`src/hdl/textured_fragment_blend_macros.svh`:
```
// Assertion helpers shared by the blend pipeline modules.
`ifndef TEXTURED_FRAGMENT_BLEND_MACROS_SVH
`define TEXTURED_FRAGMENT_BLEND_MACROS_SVH

// Clocked check, switched off while reset is asserted.
`define TFB_ASSERT_RST(lbl, clk, rst_n, prop, msg) \
  lbl: assert property (@(posedge clk) disable iff (!(rst_n)) (prop)) else $error(msg);

// Clocked check that must also hold during reset.
`define TFB_ASSERT_ALWAYS(lbl, clk, prop, msg) \
  lbl: assert property (@(posedge clk) (prop)) else $error(msg);

`endif

```
`src/hdl/tfb_pkg.sv`:
```
package tfb_pkg;

  localparam int unsigned ChanW   = 8;
  localparam int unsigned NumChan = 4;
  localparam int unsigned PixW    = ChanW * NumChan;
  localparam int unsigned FracW   = 8;
  localparam int unsigned WeightW = FracW + 1;
  localparam int unsigned HorzW   = 16;
  localparam int unsigned AccW    = 25;
  localparam int unsigned SumW    = 16;

  localparam logic [PixW-1:0]    AlphaOpaque = 32'hFF00_0000;
  localparam logic [ChanW-1:0]   ChanMax     = 8'hFF;
  localparam logic [ChanW-1:0]   ChanZero    = 8'h00;
  localparam logic [WeightW-1:0] WeightOne   = 9'd256;
  localparam logic [AccW-1:0]    RoundHalf   = 25'd32768;
  localparam logic [SumW:0]      BlendRound  = 17'd127;

  typedef logic [ChanW-1:0] chan_t;
  typedef logic [PixW-1:0]  pixel_t;

  // Fragment data that rides alongside the filter pipeline
  typedef struct packed {
    pixel_t dest;
    pixel_t shade;
    logic   use_texture;
  } frag_t;

  typedef enum logic [1:0] {
    BlendKeep,
    BlendOpaque,
    BlendMix
  } blend_mode_e;

  // floor(x / 255) by reciprocal approximation, exact for x below 65280,
  // which covers every product and blend sum fed to it
  function automatic chan_t div255(input logic [SumW-1:0] x);
    logic [SumW:0] t;
    t = {1'b0, x} + {9'b0, x[SumW-1:ChanW]} + 17'd1;
    return t[SumW-1:ChanW];
  endfunction

  function automatic chan_t get_chan(input pixel_t p, input int unsigned idx);
    return p[idx*ChanW +: ChanW];
  endfunction

endpackage

```
`src/hdl/tfb_modulate.sv`:
```
`include "textured_fragment_blend_macros.svh"

// One stage: textured items take shade * texel / 255, flat items take the shade
module tfb_modulate (
  input  logic            clk_i,
  input  logic            rst_ni,
  input  logic            valid_i,
  output logic            stall_o,
  input  tfb_pkg::frag_t  frag_i,
  input  tfb_pkg::pixel_t filt_i,
  output logic            valid_o,
  input  logic            stall_i,
  output tfb_pkg::frag_t  frag_o,
  output tfb_pkg::pixel_t src_o
);

  logic            v_q;
  logic            en;
  tfb_pkg::frag_t  frag_q;
  tfb_pkg::pixel_t src_q, src_d;

  assign en      = !v_q || !stall_i;
  assign stall_o = !en;

  // Per-channel modulate
  always_comb begin
    logic [tfb_pkg::SumW-1:0] prod;
    for (int unsigned c = 0; c < tfb_pkg::NumChan; c++) begin
      prod = {8'b0, tfb_pkg::get_chan(frag_i.shade, c)}
           * {8'b0, tfb_pkg::get_chan(filt_i, c)};
      src_d[c*tfb_pkg::ChanW +: tfb_pkg::ChanW] =
        frag_i.use_texture ? tfb_pkg::div255(prod) : tfb_pkg::get_chan(frag_i.shade, c);
    end
  end

  always_ff @(posedge clk_i or negedge rst_ni) begin
    if (!rst_ni) begin
      v_q <= 1'b0;
    end else if (en) begin
      v_q <= valid_i;
    end
  end

  always_ff @(posedge clk_i) begin
    if (en) begin
      frag_q <= frag_i;
      src_q  <= src_d;
    end
  end

  assign valid_o = v_q;
  assign frag_o  = frag_q;
  assign src_o   = src_q;

  // Modulation never brightens: each channel stays at or below the shade channel
  `TFB_ASSERT_RST(a_mod_not_above_shade, clk_i, rst_ni, v_q |-> (src_q[7:0] <= frag_q.shade[7:0] && src_q[15:8] <= frag_q.shade[15:8] && src_q[23:16] <= frag_q.shade[23:16] && src_q[31:24] <= frag_q.shade[31:24]), "modulated channel exceeds shade channel")

endmodule

```
`config.mk`:
```
export PLATFORM = sky130hd
export DESIGN_NAME = tfb_modulate
export DESIGN_NICKNAME = d
export VERILOG_FILES = /design/src/hdl/tfb_pkg.sv /design/src/hdl/tfb_modulate.sv
export VERILOG_INCLUDE_DIRS = /design/src /design/src/hdl
export SDC_FILE = /design/constraint.sdc
export NUM_CORES = 1
export LEC_CHECK = 0
export ABC_AREA = 1
export ABC_CLOCK_PERIOD_IN_PS = 3960
export BUFFER_PORTS_ARGS = -buffer_cell sky130_fd_sc_hd__buf_2
export CORE_MARGIN = 1
export CORE_UTILIZATION = 40
export CTS_CLUSTER_DIAMETER = 150
export DETAILED_ROUTE_END_ITERATION = 6
export GPL_ROUTABILITY_DRIVEN = 1
export SLEW_MARGIN = 15
export SYNTH_ARGS = -nofsm -noshare
export SYNTH_HDL_FRONTEND = slang
export SYNTH_SLANG_ARGS = --single-unit
```
`constraint.sdc`:
```
create_clock -name clk_i -period 3.96 [get_ports clk_i]
set_input_delay 0.198 -clock clk_i [delete_from_list [all_inputs] [get_ports clk_i]]
set_output_delay 0.198 -clock clk_i [all_outputs]
set_load 0.02 [all_outputs]
```
==> impl_metrics.toml <==
[run_status]
outcome = "finished, violations left"
violations = "setup timing"

[finish]
antenna_cells = 0
n_fill_cell = 3233
area.growth.synth_to_final_pct = 47.9
final_layout_size_suffix_gt1_frac = 0.392
design_area_mm2 = 0.0221
final_nets = 3052
regArea_mm2 = 0.00294
multiInputGateArea_mm2 = 0.0115

[synth]
ys_seq_area_frac = 0.197
syn_inst = 2079
synth_top_area_share = 0.195
ys_warn_count = 0
syn_area_mm2 = 0.0149
ys_ff_latch = 98
yosys-top-cells-count = "634 x nand2_1, 559 x inv_1, 172 x ha_1"
ys.flop_type = "edfxtp_1"
syn-num-nets = 2496
synth_top_cell_by_area = "edfxtp_1"
synth.most_common_cell = "nand2_1"
synth_edf_count = 97
ys_top_cells_by_area = "edfxtp_1 20%, fa_1 19%, nand2_1 16%"
yosysUniqueCellTypes = 39
ys_async_sr_fraction = 0.0102
syn_area_per_cell_um2 = 7.18

[setup_path]
cp_max_fo = 6
cp_data_arrival_time_ns = 4.90
r2r_cells = 2
worstSetupEndpointType = "flip-flop"
start_kind = "input pin"
critPathKind = "in2reg"
worstPathRequired_ns = 4.11
worst-r2r-setup-slack_ns = 1.98

[timing]
setup_viol = 32
period_share = 1.20
fin_crit_ns = 4.75
rsz0062_at_grt = "true"
hold_viol = 0
finalWorstSetupSlack_ns = -0.794
slew_viol_final = 0
fmaxAchievable_ghz = 0.210
tightest_slew_ns = 1.17
slew_headroom = 0.220
skew_ns = 0.0178

[floorplan]
die_h_um = 195
start_util = 0.407
die_w_um = 195
core_area_mm2 = 0.0367
pin_count = 200
die-area_mm2 = 0.0381
num_rows = 70

[routing]
vias = 14709
wl_per_cell_um = 14.1
routed_wl_um = 43700
first_pass_iters = 7
post_drt_via_cell_ratio = 4.73
drc_errors = 0
initialDrtViolationCount = 609
ant_nets = 0

[placed_design]
pre_cts_slack_ns = -1.32
place_hpwl_um = 34700
io_buffer_count = 199
gp_congestion = 0.904
dpl_cell_area_mm2 = 0.0194

[power]
p_leak_nw = 12.8
ir_drop_uv = 489
power_density_mw_per_mm2 = 831

[clock_tree]
clock_sinks = 98
path_clk_slew_ns = 0.07
ctsHtreeMaxLevel = 3
clock_latency_ns = 0.37
cts_buffers = 9
root_buffer = "clkbuf_16"
cts_tree = "yes"
cts.path.max_buffers = 2

[grt]
grt_overflow_total = 0
grt_pass1_vias = 15018
antenna_found_initial = 0
gr-usage-all-layers = 0.229
grt_pass1_wl_um = 70600
grt_max_degree = 83

[worst_hold_path]
min_path_type = "in2reg"
min_delay_path_depth = 1

[flow_run]
cap_viol_max_count = 0
## metrics by stage
step / utilization / cells / setup TNS [ns] / hold WS [ns] / power [mW]
floorplan: - / 2079 / -22.83 / -0.0976 / 8.98
CTS: 0.574 / 3086 / -19.27 / 0.000153 / 16.1
finish: 0.601 / 3107 / -20.51 / 0.0170 / 18.3
global placement: 0.528 / 3011 / -34.98 / -0.0190 / 13.6
global route: 0.601 / 3107 / -27.02 / 0.00104 / 19.9
detailed placement: 0.528 / 3011 / -36.40 / -0.0202 / 13.7
## worst max-delay path, cell delays in order
cell and delay [ns]:
buf_12 0.12, nand2_4 0.06, inv_2 0.03, fa_1 0.51
fa_1 0.51, fa_1 0.53, inv_2 0.04, fa_2 0.52
inv_2 0.04, ha_4 0.30, nand2_4 0.06, nor2_4 0.15
nand3_2 0.11, nand3_2 0.12, buf_4 0.11, buf_4 0.09
buf_4 0.10, buf_4 0.10, nand2_1 0.07, nand2_1 0.13
ha_2 0.29, a21oi_2 0.18, o21ai_2 0.08, inv_2 0.07
nand3_1 0.07, a31oi_1 0.33
## kinds of logic after synthesis
| group | synth area share |
|---|---|
| XOR/XNOR | 0.0197 |
| adder cells (fa/ha/maj) | 0.337 |
| AND/OR/NAND/NOR | 0.258 |
| AO/OA/AOI/OAI | 0.0276 |
| buffers and inverters | 0.160 |
| flip-flops | 0.197 |
## repair_timing
item                       CTS  global route
hold buffers                13             0
gates resized for setup    265           229
hold endpoints to repair    13             0
setup buffers               47            26
setup endpoints to repair   32            32
pin swaps                  138           170
## registers in the layout (all words and copies together), names as in the netlist
name / cells
src_o: 32
frag_o: 65
valid_o: 1
## worst paths after layout
kind | end | start
setup / recovery | src_o[24] | frag_i[29]
hold / removal | frag_o[60] | frag_i[60]
setup reg to reg | frag_o[55] | valid_o
hold reg to reg | src_o[23] | valid_o
max in group asynchronous | valid_o | rst_ni
min in group asynchronous | valid_o | rst_ni
## placed cells by master (no fill, tap or decap), drive strengths merged
cell type / synthesis / layout
clkbuf: 69 / 10
nor3b: 1 / 1
nand3b: 2 / 2
or2: 8 / 8
bufinv: 0 / 1
xnor2: 4 / 4
dfrtp: 1 / 1
inv: 563 / 564
clkinv: 0 / 2
a211oi: 4 / 4
ha: 172 / 172
a21oi: 47 / 47
a31oi: 1 / 1
and2: 2 / 2
buf: 2 / 603
nand3: 142 / 142
xor2: 24 / 24
nand4: 27 / 27
nor3: 7 / 7
nor2: 97 / 97
o21ai: 16 / 16
o21bai: 4 / 4
nand2: 645 / 645
clkinvlp: 0 / 1
fa: 144 / 144
edfxtp: 97 / 97
dlygate4sd3: 0 / 13
## layer usage
| metal | vias to the layer above | wire (µm) | GRT usage |
|---|---|---|---|
| met3 | 55 | 1950 | 0.0282 |
| met2 | 362 | 22100 | 0.415 |
| met4 | 0 | 771 | 0.0510 |
| li1 | 7298 | - | - |
| met5 | - | 0 | 0 |
| met1 | 6994 | 18900 | 0.290 |
## where the power goes
group	total, mW	switching [mW]	internal [mW]
Clock	0.883	0.397	0.486
Combinational	16.0	8.52	7.47
Sequential	1.46	0.0577	1.40
## cell type report
class / count / share of cell area
Multi-Input combinational cell: 1347 / 0.519
Timing Repair Buffer: 616 / 0.212
Sequential cell: 98 / 0.133
Inverter: 563 / 0.0964
Tap cell: 468 / 0.0265
Clock buffer: 10 / 0.0104
Clock inverter: 5 / 0.00250
Note: power is estimated with default switching activity, not from simulation.
