$ cat src/hdl/textured_fragment_blend_macros.svh
// Assertion helpers shared by the blend pipeline modules.
`ifndef TEXTURED_FRAGMENT_BLEND_MACROS_SVH
`define TEXTURED_FRAGMENT_BLEND_MACROS_SVH

// Clocked check, switched off while reset is asserted.
`define TFB_ASSERT_RST(lbl, clk, rst_n, prop, msg) \
  lbl: assert property (@(posedge clk) disable iff (!(rst_n)) (prop)) else $error(msg);

// Clocked check that must also hold during reset.
`define TFB_ASSERT_ALWAYS(lbl, clk, prop, msg) \
  lbl: assert property (@(posedge clk) (prop)) else $error(msg);

`endif

$ cat src/hdl/tfb_pkg.sv
package tfb_pkg;

  localparam int unsigned ChanW   = 8;
  localparam int unsigned NumChan = 4;
  localparam int unsigned PixW    = ChanW * NumChan;
  localparam int unsigned FracW   = 8;
  localparam int unsigned WeightW = FracW + 1;
  localparam int unsigned HorzW   = 16;
  localparam int unsigned AccW    = 25;
  localparam int unsigned SumW    = 16;

  localparam logic [PixW-1:0]    AlphaOpaque = 32'hFF00_0000;
  localparam logic [ChanW-1:0]   ChanMax     = 8'hFF;
  localparam logic [ChanW-1:0]   ChanZero    = 8'h00;
  localparam logic [WeightW-1:0] WeightOne   = 9'd256;
  localparam logic [AccW-1:0]    RoundHalf   = 25'd32768;
  localparam logic [SumW:0]      BlendRound  = 17'd127;

  typedef logic [ChanW-1:0] chan_t;
  typedef logic [PixW-1:0]  pixel_t;

  // Fragment data that rides alongside the filter pipeline
  typedef struct packed {
    pixel_t dest;
    pixel_t shade;
    logic   use_texture;
  } frag_t;

  typedef enum logic [1:0] {
    BlendKeep,
    BlendOpaque,
    BlendMix
  } blend_mode_e;

  // floor(x / 255) by reciprocal approximation, exact for x below 65280,
  // which covers every product and blend sum fed to it
  function automatic chan_t div255(input logic [SumW-1:0] x);
    logic [SumW:0] t;
    t = {1'b0, x} + {9'b0, x[SumW-1:ChanW]} + 17'd1;
    return t[SumW-1:ChanW];
  endfunction

  function automatic chan_t get_chan(input pixel_t p, input int unsigned idx);
    return p[idx*ChanW +: ChanW];
  endfunction

endpackage

$ cat src/hdl/tfb_blend.sv
`include "textured_fragment_blend_macros.svh"

// Two stages: weighted sums per channel, then divide by 255 and pick the rule
module tfb_blend (
  input  logic            clk_i,
  input  logic            rst_ni,
  input  logic            valid_i,
  output logic            stall_o,
  input  tfb_pkg::frag_t  frag_i,
  input  tfb_pkg::pixel_t src_i,
  output logic            valid_o,
  input  logic            stall_i,
  output tfb_pkg::pixel_t pixel_o
);

  localparam int unsigned NumColour = tfb_pkg::NumChan - 1;

  // Stage C registers
  logic                      vc_q;
  tfb_pkg::blend_mode_e      mode_c_q, mode_c_d;
  tfb_pkg::pixel_t           src_c_q, dest_c_q;
  logic [tfb_pkg::SumW-1:0]  sum_c_q [NumColour];
  logic [tfb_pkg::SumW-1:0]  sum_c_d [NumColour];

  // Stage D registers
  logic                      vd_q;
  tfb_pkg::pixel_t           pix_d_q, pix_d_d;

  logic                      en_c, en_d;
  tfb_pkg::chan_t            alpha, inv_alpha;

  assign en_d    = !vd_q || !stall_i;
  assign en_c    = !vc_q || en_d;
  assign stall_o = !en_c;

  assign alpha     = src_i[31:24];
  assign inv_alpha = tfb_pkg::ChanMax - alpha;

  // Blend rule from source alpha
  always_comb begin
    if (alpha == tfb_pkg::ChanZero) begin
      mode_c_d = tfb_pkg::BlendKeep;
    end else if (alpha == tfb_pkg::ChanMax) begin
      mode_c_d = tfb_pkg::BlendOpaque;
    end else begin
      mode_c_d = tfb_pkg::BlendMix;
    end
  end

  // s*a + d*(255-a) + 127 per colour channel
  always_comb begin
    logic [tfb_pkg::SumW:0] s;
    for (int unsigned c = 0; c < NumColour; c++) begin
      s = {9'b0, tfb_pkg::get_chan(src_i, c)} * {9'b0, alpha}
        + {9'b0, tfb_pkg::get_chan(frag_i.dest, c)} * {9'b0, inv_alpha}
        + tfb_pkg::BlendRound;
      sum_c_d[c] = s[tfb_pkg::SumW-1:0];
    end
  end

  always_ff @(posedge clk_i or negedge rst_ni) begin
    if (!rst_ni) begin
      vc_q <= 1'b0;
    end else if (en_c) begin
      vc_q <= valid_i;
    end
  end

  always_ff @(posedge clk_i) begin
    if (en_c) begin
      mode_c_q <= mode_c_d;
      src_c_q  <= src_i;
      dest_c_q <= frag_i.dest;
      sum_c_q  <= sum_c_d;
    end
  end

  // Final pixel
  always_comb begin
    pix_d_d = tfb_pkg::AlphaOpaque;
    unique case (mode_c_q)
      tfb_pkg::BlendKeep:   pix_d_d = dest_c_q;
      tfb_pkg::BlendOpaque: pix_d_d = src_c_q | tfb_pkg::AlphaOpaque;
      tfb_pkg::BlendMix: begin
        for (int unsigned c = 0; c < NumColour; c++) begin
          pix_d_d[c*tfb_pkg::ChanW +: tfb_pkg::ChanW] = tfb_pkg::div255(sum_c_q[c]);
        end
      end
      default:              pix_d_d = dest_c_q;
    endcase
  end

  always_ff @(posedge clk_i or negedge rst_ni) begin
    if (!rst_ni) begin
      vd_q <= 1'b0;
    end else if (en_d) begin
      vd_q <= vc_q;
    end
  end

  always_ff @(posedge clk_i) begin
    if (en_d) begin
      pix_d_q <= pix_d_d;
    end
  end

  assign valid_o = vd_q;
  assign pixel_o = pix_d_q;

  // Every rule but keep writes an opaque pixel
  `TFB_ASSERT_RST(a_written_opaque, clk_i, rst_ni, $past(en_d && vc_q && mode_c_q != tfb_pkg::BlendKeep) |-> pix_d_q[31:24] == tfb_pkg::ChanMax, "blended pixel not opaque")

endmodule

$ cat config.mk
export PLATFORM = sky130hd
export DESIGN_NAME = tfb_blend
export DESIGN_NICKNAME = d
export VERILOG_FILES = /design/src/hdl/tfb_pkg.sv /design/src/hdl/tfb_blend.sv
export VERILOG_INCLUDE_DIRS = /design/src /design/src/hdl
export SDC_FILE = /design/constraint.sdc
export NUM_CORES = 1
export LEC_CHECK = 0
export BUFFER_PORTS_ARGS = -buffer_cell sky130_fd_sc_hd__clkbuf_2
export CORE_ASPECT_RATIO = 1.2
export CORE_MARGIN = 2
export CORE_UTILIZATION = 55
export DETAILED_ROUTE_END_ITERATION = 12
export PLACE_DENSITY_LB_ADDON = 0.2
export SLEW_MARGIN = 20
export SYNTH_ARGS = -nofsm -noshare
export SYNTH_HDL_FRONTEND = slang
export SYNTH_SLANG_ARGS = --single-unit
$ cat constraint.sdc
create_clock -name clk_i -period 5.1 [get_ports clk_i]
set_input_delay 1.02 -clock clk_i [delete_from_list [all_inputs] [get_ports clk_i]]
set_output_delay 1.02 -clock clk_i [all_outputs]
set_load 0.01 [all_outputs]
==> out/metrics.yaml <==
timing:
  fmax_mhz: 174
  finalWorstSetupSlack_ns: -0.637
  tightestPinTransition_ns: 0.957
  setup_viol_count_final: 28
  skew_ns: 0.00820
  grt_setup_unrepaired: "yes"
  finalCriticalPeriod_ns: 5.74
  period_share: 1.12
  slew_viol_final: 0
  max_slew_margin: 0.362
  hold_violations: 0
  setup_tns_ns: -10.67
logic_synthesis:
  synth_cells: 1808
  synth_nets: 2409
  synthArstFlopShare: 0.0143
  yosysUniqueCellTypes: 51
  synth.cell_area_mm2: 0.0188
  ys_seq_area_frac: 0.223
  synth_edf_count: 138
  postSynthAreaPerCell_um2: 10.4
  synth_flop_cell: "edfxtp_1"
  synth_seq_cells: 140
  ys_warn_count: 0
setup_path:
  crit_cells: 21
  r2r-end: "pixel_o[13]$_DFFE_PP_"
  cp-end-kind: "flop"
  crit_type: "primary input to flop"
  crit_top_cell: "fa_1"
  crit_buf_inv: 6
  worstPathMaxFanout: 6
  worst-r2r-cell-count: 8
  r2r-start: "sum_c_q[26]$_DFFE_PN_"
  cpLargestDelayFamily: "adder cells"
  worstPathArrival_ns: 5.93
  slowest_delay_ns: 0.54
  cp.required_ns: 5.30
  critical-path-slowest-cell: "fa_1"
  cp_cell_sequence: "buf_12, buf_12, clkbuf_16, nand2b_4, fa_1, inv_1, fa_1, fa_1, fa_1, fa_1, inv_1, fa_1, inv_2, ha_4, o21ai_2, o21bai_1, or3_4, a31oi_4, o21bai_2, a21oi_2, xnor2_1"
  startpoint_type: "primary input"
  ff2ff_setup_slack_ns: 2.38
die:
  rows: 74
  core_mm2: 0.0339
  fp.dieW_um: 173
  die-area_mm2: 0.0358
  initial_utilization: 0.556
  ios: 135
  die_height_um: 207
routing:
  dr.pass1.iters: 7
  routed_wirelength_mm: 47.1
  wl_per_cell_um: 18.1
  via_per_inst: 5.30
  dr.first_iter.drc_count: 704
  drc: 0
  vias: 13781
  ant_nets: 0
clock_network:
  root_buffer: "clkbuf_16"
  clk_path_buf_depth: 2
  insertion_delay_ns: 0.45
  htree_levels: 4
  cts_sinks: 140
  path_clk_slew_ns: 0.06
  cts_tree: "done"
  numCtsBuffers: 17
placed_design:
  place_inst: 2534
  pre_cts_ws_ns: -1.14
  hpwlAfterDp_mm: 36.5
  placed_area_mm2: 0.0220
  portBuffers: 101
  gp_congestion: 0.880
finish:
  nFillCells: 2509
  nets: 2732
  final_cell_count_no_fill: 2599
  final_cell_area_mm2: 0.0237
  drive_gt1_frac: 0.261
  syn_to_final_growth_pct: 25.7
  final_common_cell: "inv_1"
  n_antenna_cell: 0
  final_cell_mix: "377 x inv_1, 293 x fa_1, 212 x buf_4"
global_routing:
  grt.overflow.total: 0
  grt_use_total: 0.271
  grt_max_degree: 70
  antenna_found_initial: 0
  grt_pass1_wl_mm: 75.2
  grt_pass1_vias: 15132
min_path:
  hold_class: "primary input to asynchronous set/reset pin"
status:
  outcome: "finished, violations left"
  violations: "setup timing"
job:
  cap_violations: 0
-- cells by family after synthesis --
| group | after synthesis | synth area share |
|---|---|---|
| simple gates | 494 | 0.144 |
| xor+xnor | 71 | 0.0330 |
| compound gates | 149 | 0.0543 |
| flops | 140 | 0.223 |
| fa+ha+maj | 500 | 0.455 |
| buf+inv | 454 | 0.0905 |
-- synthesized netlist by cell type, types with 3 or more instances --
cell type	count	area, um2
o221ai_1	4	35.0
a21oi_1	30	150
nand3_1	17	85.1
a22oi_1	20	150
inv_1	403	1510
o21ai_1	5	25.0
nor2_1	15	56.3
and3_1	5	31.3
xor2_1	31	272
o21ai_0	36	180
fa_1	309	6190
o21bai_1	4	30.0
a211oi_2	3	37.5
ha_1	191	2390
nor3_1	5	25.0
xnor2_1	40	350
nor2b_1	99	619
nand2_1	129	484
a21o_1	14	105
nand2b_1	116	726
o21a_1	5	37.5
and2_1	93	582
edfxtp_1	138	4140
clkbuf_1	43	161
o211ai_1	3	22.5
buf_1	7	26.3
nand4_1	6	37.5
-- state kept, by name, indices dropped and copies added, names as in the netlist --
register / flops
vc_q: 1
valid_o: 1
dest_c_q: 32
src_c_q: 24
pixel_o: 32
mode_c_q: 2
sum_c_q: 48
-- metrics by stage --
stage / hold WS, ns / util
final: 0.344 / 0.699
after global routing: 0.327 / 0.699
after CTS: 0.324 / 0.675
after detailed placement: 0.489 / 0.648
after global placement: 0.484 / 0.648
after floorplan: 0.456 / -
-- worst max path at each step --
| stage | startpoint | endpoint | slack [ns] |
|---|---|---|---|
| after CTS | src_i[24] | sum_c_q[44]$_DFFE_PN_ | -0.53 |
| after global placement | src_i[27] | sum_c_q[44]$_DFFE_PN_ | -1.07 |
| after floorplan | src_i[24] | sum_c_q[12]$_DFFE_PN_ | -0.71 |
| final | src_i[24] | sum_c_q[12]$_DFFE_PN_ | -0.64 |
| after detailed placement | src_i[27] | sum_c_q[12]$_DFFE_PN_ | -1.14 |
| after global routing | src_i[24] | sum_c_q[31]$_DFFE_PN_ | -0.77 |
-- routing by layer --
layer,vias up,GRT usage,routed length [um]
met5,-,0,0
met4,0,0.106,1690
met3,125,0.0319,2040
met2,380,0.514,25400
met1,7009,0.314,17900
li1,6267,-,-
-- final cells by class --
type	instances	area, um2	area share
Clock buffer	19	433	0.0183
Clock inverter	12	125	0.00529
Inverter	403	1520	0.0640
Multi-Input combinational cell	1214	13900	0.586
Sequential cell	140	4190	0.177
Tap cell	456	571	0.0241
Timing Repair Buffer	355	2960	0.125
-- repair_timing --
action                     CTS  global route
setup endpoints to repair   28            29
buffers inserted            10            14
pin swaps                   31            60
gates resized for setup     52           120
cloned                       4             7
hold buffers                 0             0
Power is not shown: default switching activity piles up to over one toggle a cycle in this logic, so the estimate is an artifact.
