`config.mk`:
```
export PLATFORM = sky130hd
export DESIGN_NAME = tfb_bilerp
export DESIGN_NICKNAME = d
export VERILOG_FILES = /design/src/hdl/textured_fragment_blend_macros.svh /design/src/hdl/tfb_pkg.sv /design/src/hdl/tfb_bilerp.sv
export SDC_FILE = /design/constraint.sdc
export NUM_CORES = 2
export LEC_CHECK = 0
export ABC_AREA = 1
export ABC_CLOCK_PERIOD_IN_PS = 7100
export BUFFER_PORTS_ARGS = -buffer_cell sky130_fd_sc_hd__buf_2
export CORE_ASPECT_RATIO = 0.8
export CORE_MARGIN = 4
export CORE_UTILIZATION = 38
export DETAILED_ROUTE_END_ITERATION = 16
export GPL_TIMING_DRIVEN = 0
export PLACE_DENSITY_LB_ADDON = 0.2
export REMOVE_ABC_BUFFERS = 1
export SYNTH_ARGS = -nofsm -noshare
export SYNTH_HDL_FRONTEND = slang
export SYNTH_SLANG_ARGS = --single-unit
export TNS_END_PERCENT = 20
```
`constraint.sdc`:
```
create_clock -name clk_i -period 7.1 [get_ports clk_i]
set_input_delay 1.065 -clock clk_i [delete_from_list [all_inputs] [get_ports clk_i]]
set_output_delay 1.065 -clock clk_i [all_outputs]
set_load 0.05 [all_outputs]
```
`src/hdl/textured_fragment_blend_macros.svh`:
```
// Assertion helpers shared by the blend pipeline modules.
`ifndef TEXTURED_FRAGMENT_BLEND_MACROS_SVH
`define TEXTURED_FRAGMENT_BLEND_MACROS_SVH

// Clocked check, switched off while reset is asserted.
`define TFB_ASSERT_RST(lbl, clk, rst_n, prop, msg) \
  lbl: assert property (@(posedge clk) disable iff (!(rst_n)) (prop)) else $error(msg);

// Clocked check that must also hold during reset.
`define TFB_ASSERT_ALWAYS(lbl, clk, prop, msg) \
  lbl: assert property (@(posedge clk) (prop)) else $error(msg);

`endif

```
`src/hdl/tfb_pkg.sv`:
```
package tfb_pkg;

  localparam int unsigned ChanW   = 8;
  localparam int unsigned NumChan = 4;
  localparam int unsigned PixW    = ChanW * NumChan;
  localparam int unsigned FracW   = 8;
  localparam int unsigned WeightW = FracW + 1;
  localparam int unsigned HorzW   = 16;
  localparam int unsigned AccW    = 25;
  localparam int unsigned SumW    = 16;

  localparam logic [PixW-1:0]    AlphaOpaque = 32'hFF00_0000;
  localparam logic [ChanW-1:0]   ChanMax     = 8'hFF;
  localparam logic [ChanW-1:0]   ChanZero    = 8'h00;
  localparam logic [WeightW-1:0] WeightOne   = 9'd256;
  localparam logic [AccW-1:0]    RoundHalf   = 25'd32768;
  localparam logic [SumW:0]      BlendRound  = 17'd127;

  typedef logic [ChanW-1:0] chan_t;
  typedef logic [PixW-1:0]  pixel_t;

  // Fragment data that rides alongside the filter pipeline
  typedef struct packed {
    pixel_t dest;
    pixel_t shade;
    logic   use_texture;
  } frag_t;

  typedef enum logic [1:0] {
    BlendKeep,
    BlendOpaque,
    BlendMix
  } blend_mode_e;

  // floor(x / 255) by reciprocal approximation, exact for x below 65280,
  // which covers every product and blend sum fed to it
  function automatic chan_t div255(input logic [SumW-1:0] x);
    logic [SumW:0] t;
    t = {1'b0, x} + {9'b0, x[SumW-1:ChanW]} + 17'd1;
    return t[SumW-1:ChanW];
  endfunction

  function automatic chan_t get_chan(input pixel_t p, input int unsigned idx);
    return p[idx*ChanW +: ChanW];
  endfunction

endpackage

```
`src/hdl/tfb_bilerp.sv`:
```
// Two-stage bilinear filter: horizontal lerp, then vertical lerp with rounding
module tfb_bilerp (
  input  logic                       clk_i,
  input  logic                       rst_ni,
  input  logic                       valid_i,
  output logic                       stall_o,
  input  tfb_pkg::frag_t             frag_i,
  input  tfb_pkg::pixel_t            texel_tl_i,
  input  tfb_pkg::pixel_t            texel_tr_i,
  input  tfb_pkg::pixel_t            texel_bl_i,
  input  tfb_pkg::pixel_t            texel_br_i,
  input  logic [tfb_pkg::FracW-1:0]  frac_h_i,
  input  logic [tfb_pkg::FracW-1:0]  frac_v_i,
  output logic                       valid_o,
  input  logic                       stall_i,
  output tfb_pkg::frag_t             frag_o,
  output tfb_pkg::pixel_t            filt_o
);

  // Stage A registers
  logic                              va_q;
  tfb_pkg::frag_t                    frag_a_q;
  logic [tfb_pkg::HorzW-1:0]         top_a_q [tfb_pkg::NumChan];
  logic [tfb_pkg::HorzW-1:0]         bot_a_q [tfb_pkg::NumChan];
  logic [tfb_pkg::HorzW-1:0]         top_a_d [tfb_pkg::NumChan];
  logic [tfb_pkg::HorzW-1:0]         bot_a_d [tfb_pkg::NumChan];
  logic [tfb_pkg::WeightW-1:0]       wy0_a_q, wy1_a_q;

  // Stage B registers
  logic                              vb_q;
  tfb_pkg::frag_t                    frag_b_q;
  tfb_pkg::pixel_t                   filt_b_q, filt_b_d;

  logic                              en_a, en_b;
  logic [tfb_pkg::WeightW-1:0]       wx0, wx1;

  // Stall chain: a stage moves when empty or when the next one moves
  assign en_b    = !vb_q || !stall_i;
  assign en_a    = !va_q || en_b;
  assign stall_o = !en_a;

  assign wx1 = {1'b0, frac_h_i};
  assign wx0 = tfb_pkg::WeightOne - wx1;

  // Horizontal lerp of both rows, per channel
  always_comb begin
    logic [tfb_pkg::HorzW:0] pt, pb;
    for (int unsigned c = 0; c < tfb_pkg::NumChan; c++) begin
      pt = {9'b0, tfb_pkg::get_chan(texel_tl_i, c)} * {8'b0, wx0}
         + {9'b0, tfb_pkg::get_chan(texel_tr_i, c)} * {8'b0, wx1};
      pb = {9'b0, tfb_pkg::get_chan(texel_bl_i, c)} * {8'b0, wx0}
         + {9'b0, tfb_pkg::get_chan(texel_br_i, c)} * {8'b0, wx1};
      top_a_d[c] = pt[tfb_pkg::HorzW-1:0];
      bot_a_d[c] = pb[tfb_pkg::HorzW-1:0];
    end
  end

  always_ff @(posedge clk_i or negedge rst_ni) begin
    if (!rst_ni) begin
      va_q <= 1'b0;
    end else if (en_a) begin
      va_q <= valid_i;
    end
  end

  always_ff @(posedge clk_i) begin
    if (en_a) begin
      frag_a_q <= frag_i;
      top_a_q  <= top_a_d;
      bot_a_q  <= bot_a_d;
      wy1_a_q  <= {1'b0, frac_v_i};
      wy0_a_q  <= tfb_pkg::WeightOne - {1'b0, frac_v_i};
    end
  end

  // Vertical lerp and rounding to 8 bits
  always_comb begin
    logic [tfb_pkg::AccW-1:0] acc;
    for (int unsigned c = 0; c < tfb_pkg::NumChan; c++) begin
      acc = {9'b0, top_a_q[c]} * {16'b0, wy0_a_q}
          + {9'b0, bot_a_q[c]} * {16'b0, wy1_a_q}
          + tfb_pkg::RoundHalf;
      filt_b_d[c*tfb_pkg::ChanW +: tfb_pkg::ChanW] = acc[23:16];
    end
  end

  always_ff @(posedge clk_i or negedge rst_ni) begin
    if (!rst_ni) begin
      vb_q <= 1'b0;
    end else if (en_b) begin
      vb_q <= va_q;
    end
  end

  always_ff @(posedge clk_i) begin
    if (en_b) begin
      frag_b_q <= frag_a_q;
      filt_b_q <= filt_b_d;
    end
  end

  assign valid_o = vb_q;
  assign frag_o  = frag_b_q;
  assign filt_o  = filt_b_q;

endmodule

```
==> flow_summary_export.csv <==
group,metric,value,unit
setup_path,path_class,"in -> reg",
setup_path,critPathBufInv,8,
logic_synthesis,synth_top_flop_cell,"sky130_fd_sc_hd__edfxtp_1",
cells_and_area,post_route_cells_drive_above_1_share,0.0566,
cts,clkLatencyLatePin,0.63,ns
logic_synthesis,yosysTopAreaCellShare,0.401,
die,floorplan.die_area,229000,um2
placement,buffer_ports.inserted,311,
die,num_io_pins,312,
cells_and_area,fin_cells,13500,
sta,period_needed,6.91,ns
cts,cts_inserted_buffers,40,
cts,root_buf_cell,"sky130_fd_sc_hd__clkbuf_16",
cells_and_area,area_growth_syn_to_layout,9.79,%
global_route,grt_pass1_vias,66200,
drt,wire_per_inst,18.4,um
cells_and_area,design.final.nets,13200,
logic_synthesis,synthCells,10400,
drt,routed_via_density,4.67,
logic_synthesis,synth.largest_area_cell,"sky130_fd_sc_hd__fa_1",
logic_synthesis,syn-cell-area,84200,um2
logic_synthesis,synth_top_cells_by_area,"sky130_fd_sc_hd__fa_1, sky130_fd_sc_hd__inv_1, sky130_fd_sc_hd__ha_1",
sta,drv_slew,0,
placement,place_inst,13300,
logic_synthesis,synth-edff-count,306,
setup_path,crit_required,7.47,ns
setup_path,timing.critical_path.slowest_stage_cell,"sky130_fd_sc_hd__fa_1",
logic_synthesis,syn_area_per_cell,8.06,um2
global_route,grtUsageTotal,0.215,
die,floorplan.die.height,429,um
sta,post-route-period-util,0.973,
cts,clock_path_buffers,3,
global_route,grt_pass1_wl,383000,um
cts,cts.sink_count,308,
logic_synthesis,synth-async-reset-ratio,0.00649,
drt,detailedRoute.firstPassIterationCount,6,
cts,cts-htree-levels,2,
logic_synthesis,synth.ff_latch_count,308,
global_route,globalRouteOverflowTotal,0,
sta,endpoints_failing_setup,0,
setup_path,worst_path_dominant_cell_family,"adder cells",
setup_path,crit_path_start_kind,"input pin",
cts,tritoncts,"yes",
sta,fin_worst_hold_slack,0.238,ns
global_route,grt_antenna_before_repair,33,
logic_synthesis,post_synth_most_frequent_cells,"sky130_fd_sc_hd__inv_1, sky130_fd_sc_hd__nand2_1, sky130_fd_sc_hd__fa_1, sky130_fd_sc_hd__ha_1, sky130_fd_sc_hd__nor2_1",
die,initial_standard_cell_utilization_of_the_core,0.382,
drt,drt.antenna.violating_nets,0,
logic_synthesis,synth_most_common_cell,"sky130_fd_sc_hd__inv_1",
logic_synthesis,yosys.cell_types.count,40,
logic_synthesis,yosys_warns,0,
sta,final.setup_skew,0.0358,ns
die,core-area,220000,um2
sta,rsz0062_at_grt,"yes",
sta,count_of_endpoints_failing_hold_in_the_final_timing_report,0,
setup_path,crit_arrival,7.28,ns
logic_synthesis,synth_sequential_area_ratio,0.110,
status,outcome,"complete, no violations",
drt,vias,63000,
placement,gp_congestion,0.867,
drt,drc_violations,0,
hold_path,timing.hold.worst.class,"in -> async",
placement,place_hpwl,189000,um
setup_path,worst_setup_path_end_kind,"register",
setup_path,delay_contributed_by_the_slowest_stage_of_the_critical_path,0.59,ns
drt,wirelength,248000,um
global_route,largest_net_degree_at_the_start_of_global_routing,115,
die,site_row_count,154,
flow_run,maxCapViolations,0,
drt,detail_route.iter0.violations,4803,
setup_path,worst_path_most_repeated_cell,"sky130_fd_sc_hd__fa_1",
cts,clock_slew_at_the_register_clock_pins_of_the_worst_setup_and_hold_paths,0.07,ns
sta,highest_clock_rate,145,MHz
setup_path,crit_path_max_fanout,24,
sta,max_slew_margin,0.286,
die,fp.dieW,534,um
sta,tightestPinTransition,1.07,ns
## registers in the layout (all words and copies together) (netlist names)
signal,cells
frag_a_q,65
frag_o,65
bot_a_q,64
top_a_q,64
filt_o,32
wy0_a_q,9
wy1_a_q,7
va_q,1
valid_o,1
## timing repair
action / 4_1_cts / 5_1_grt
hold buffers: 0 / 0
gates resized for setup: 58 / 72
buffers inserted: 22 / 17
gates cloned: 13 / 9
pin swaps: 6 / 9
setup endpoints to repair: 88 / 47
## worst reg2reg max path: cells and delay by family, from the launching register on
family | cells | cell delay [ns]
buffers and inverters | 7 | 0.71
flip-flops | 1 | 1.00
AND/OR/NAND/NOR | 6 | 0.77
AO/OA/AOI/OAI | 2 | 0.47
adder cells (fa/ha/maj) | 7 | 3.38
## cell type report
class,count,area [um2]
inverter,3422,12900
timing repair buffer,444,4570
tap,2964,3710
multi-input combinational,6260,60600
clock buffer,45,1040
sequential,308,9240
timing repair inverter,2,32.5
antenna,18,45.0
fill,22200,128000
clock inverter,29,277
## worst paths after layout
| kind | from | to | slack (ns) | cells past startpoint |
|---|---|---|---|---|
| hold reg to reg | frag_a_q[20] | frag_o[20] | 0.41 | 0 |
| setup / recovery | frac_h_i[3] | top_a_q[47] | 0.19 | 27 |
| setup reg to reg | wy0_a_q[2] | filt_o[7] | 0.45 | 22 |
| max in group asynchronous | rst_ni | valid_o | 6.77 | 1 |
| hold / removal | rst_ni | va_q | 0.24 | 1 |
| min in group clk_i | frag_a_q[20] | frag_o[20] | 0.41 | 0 |
## metrics by stage
stage	cell area, um2	utilization	setup slack, ns	setup TNS, ns
finish	92400	0.420	0.192	0
global route	92400	0.420	-0.0698	-0.286
detailed placement	89600	0.407	-2.53	-172.36
floorplan	82200	-	-1.83	-381.61
CTS	91700	0.416	0.00357	0
global placement	87400	0.397	-7.53	-1949.42
## cell families after synthesis
kind of cell | synth area share
DFF | 0.110
adders and majority gates | 0.528
xor gates and xnor gates | 0.0160
and+or+nand+nor | 0.150
AOI/OAI and AO/OA | 0.0201
buffers and inverters | 0.176
## cell usage in the layout (no fill, tap or decap), drive strengths merged, types with 8 or more instances in the layout
cell / count
o21ai: 78
nand3b: 8
fa: 1688
a21o: 17
clkinv: 19
nand4: 45
xor2: 95
a21oi: 172
inv: 3429
diode: 18
xnor2: 59
nor2: 384
o21bai: 20
clkbuf: 54
nand2: 2643
edfxtp: 306
ha: 850
nor3: 25
buf: 428
nand3: 146
a21boi: 10
## layer usage
metal  up-vias  global-route usage  routed length, um
li1      29400                   -                  -
met1     31500               0.318             114000
met2      1873               0.320             107000
met3       221              0.0411              20800
met4         9              0.0568               6530
met5         -             0.00355                144
Power is left out: the tool's default activity adds up to more than one toggle a clock period on the data nets, which glitch-free logic cannot reach.
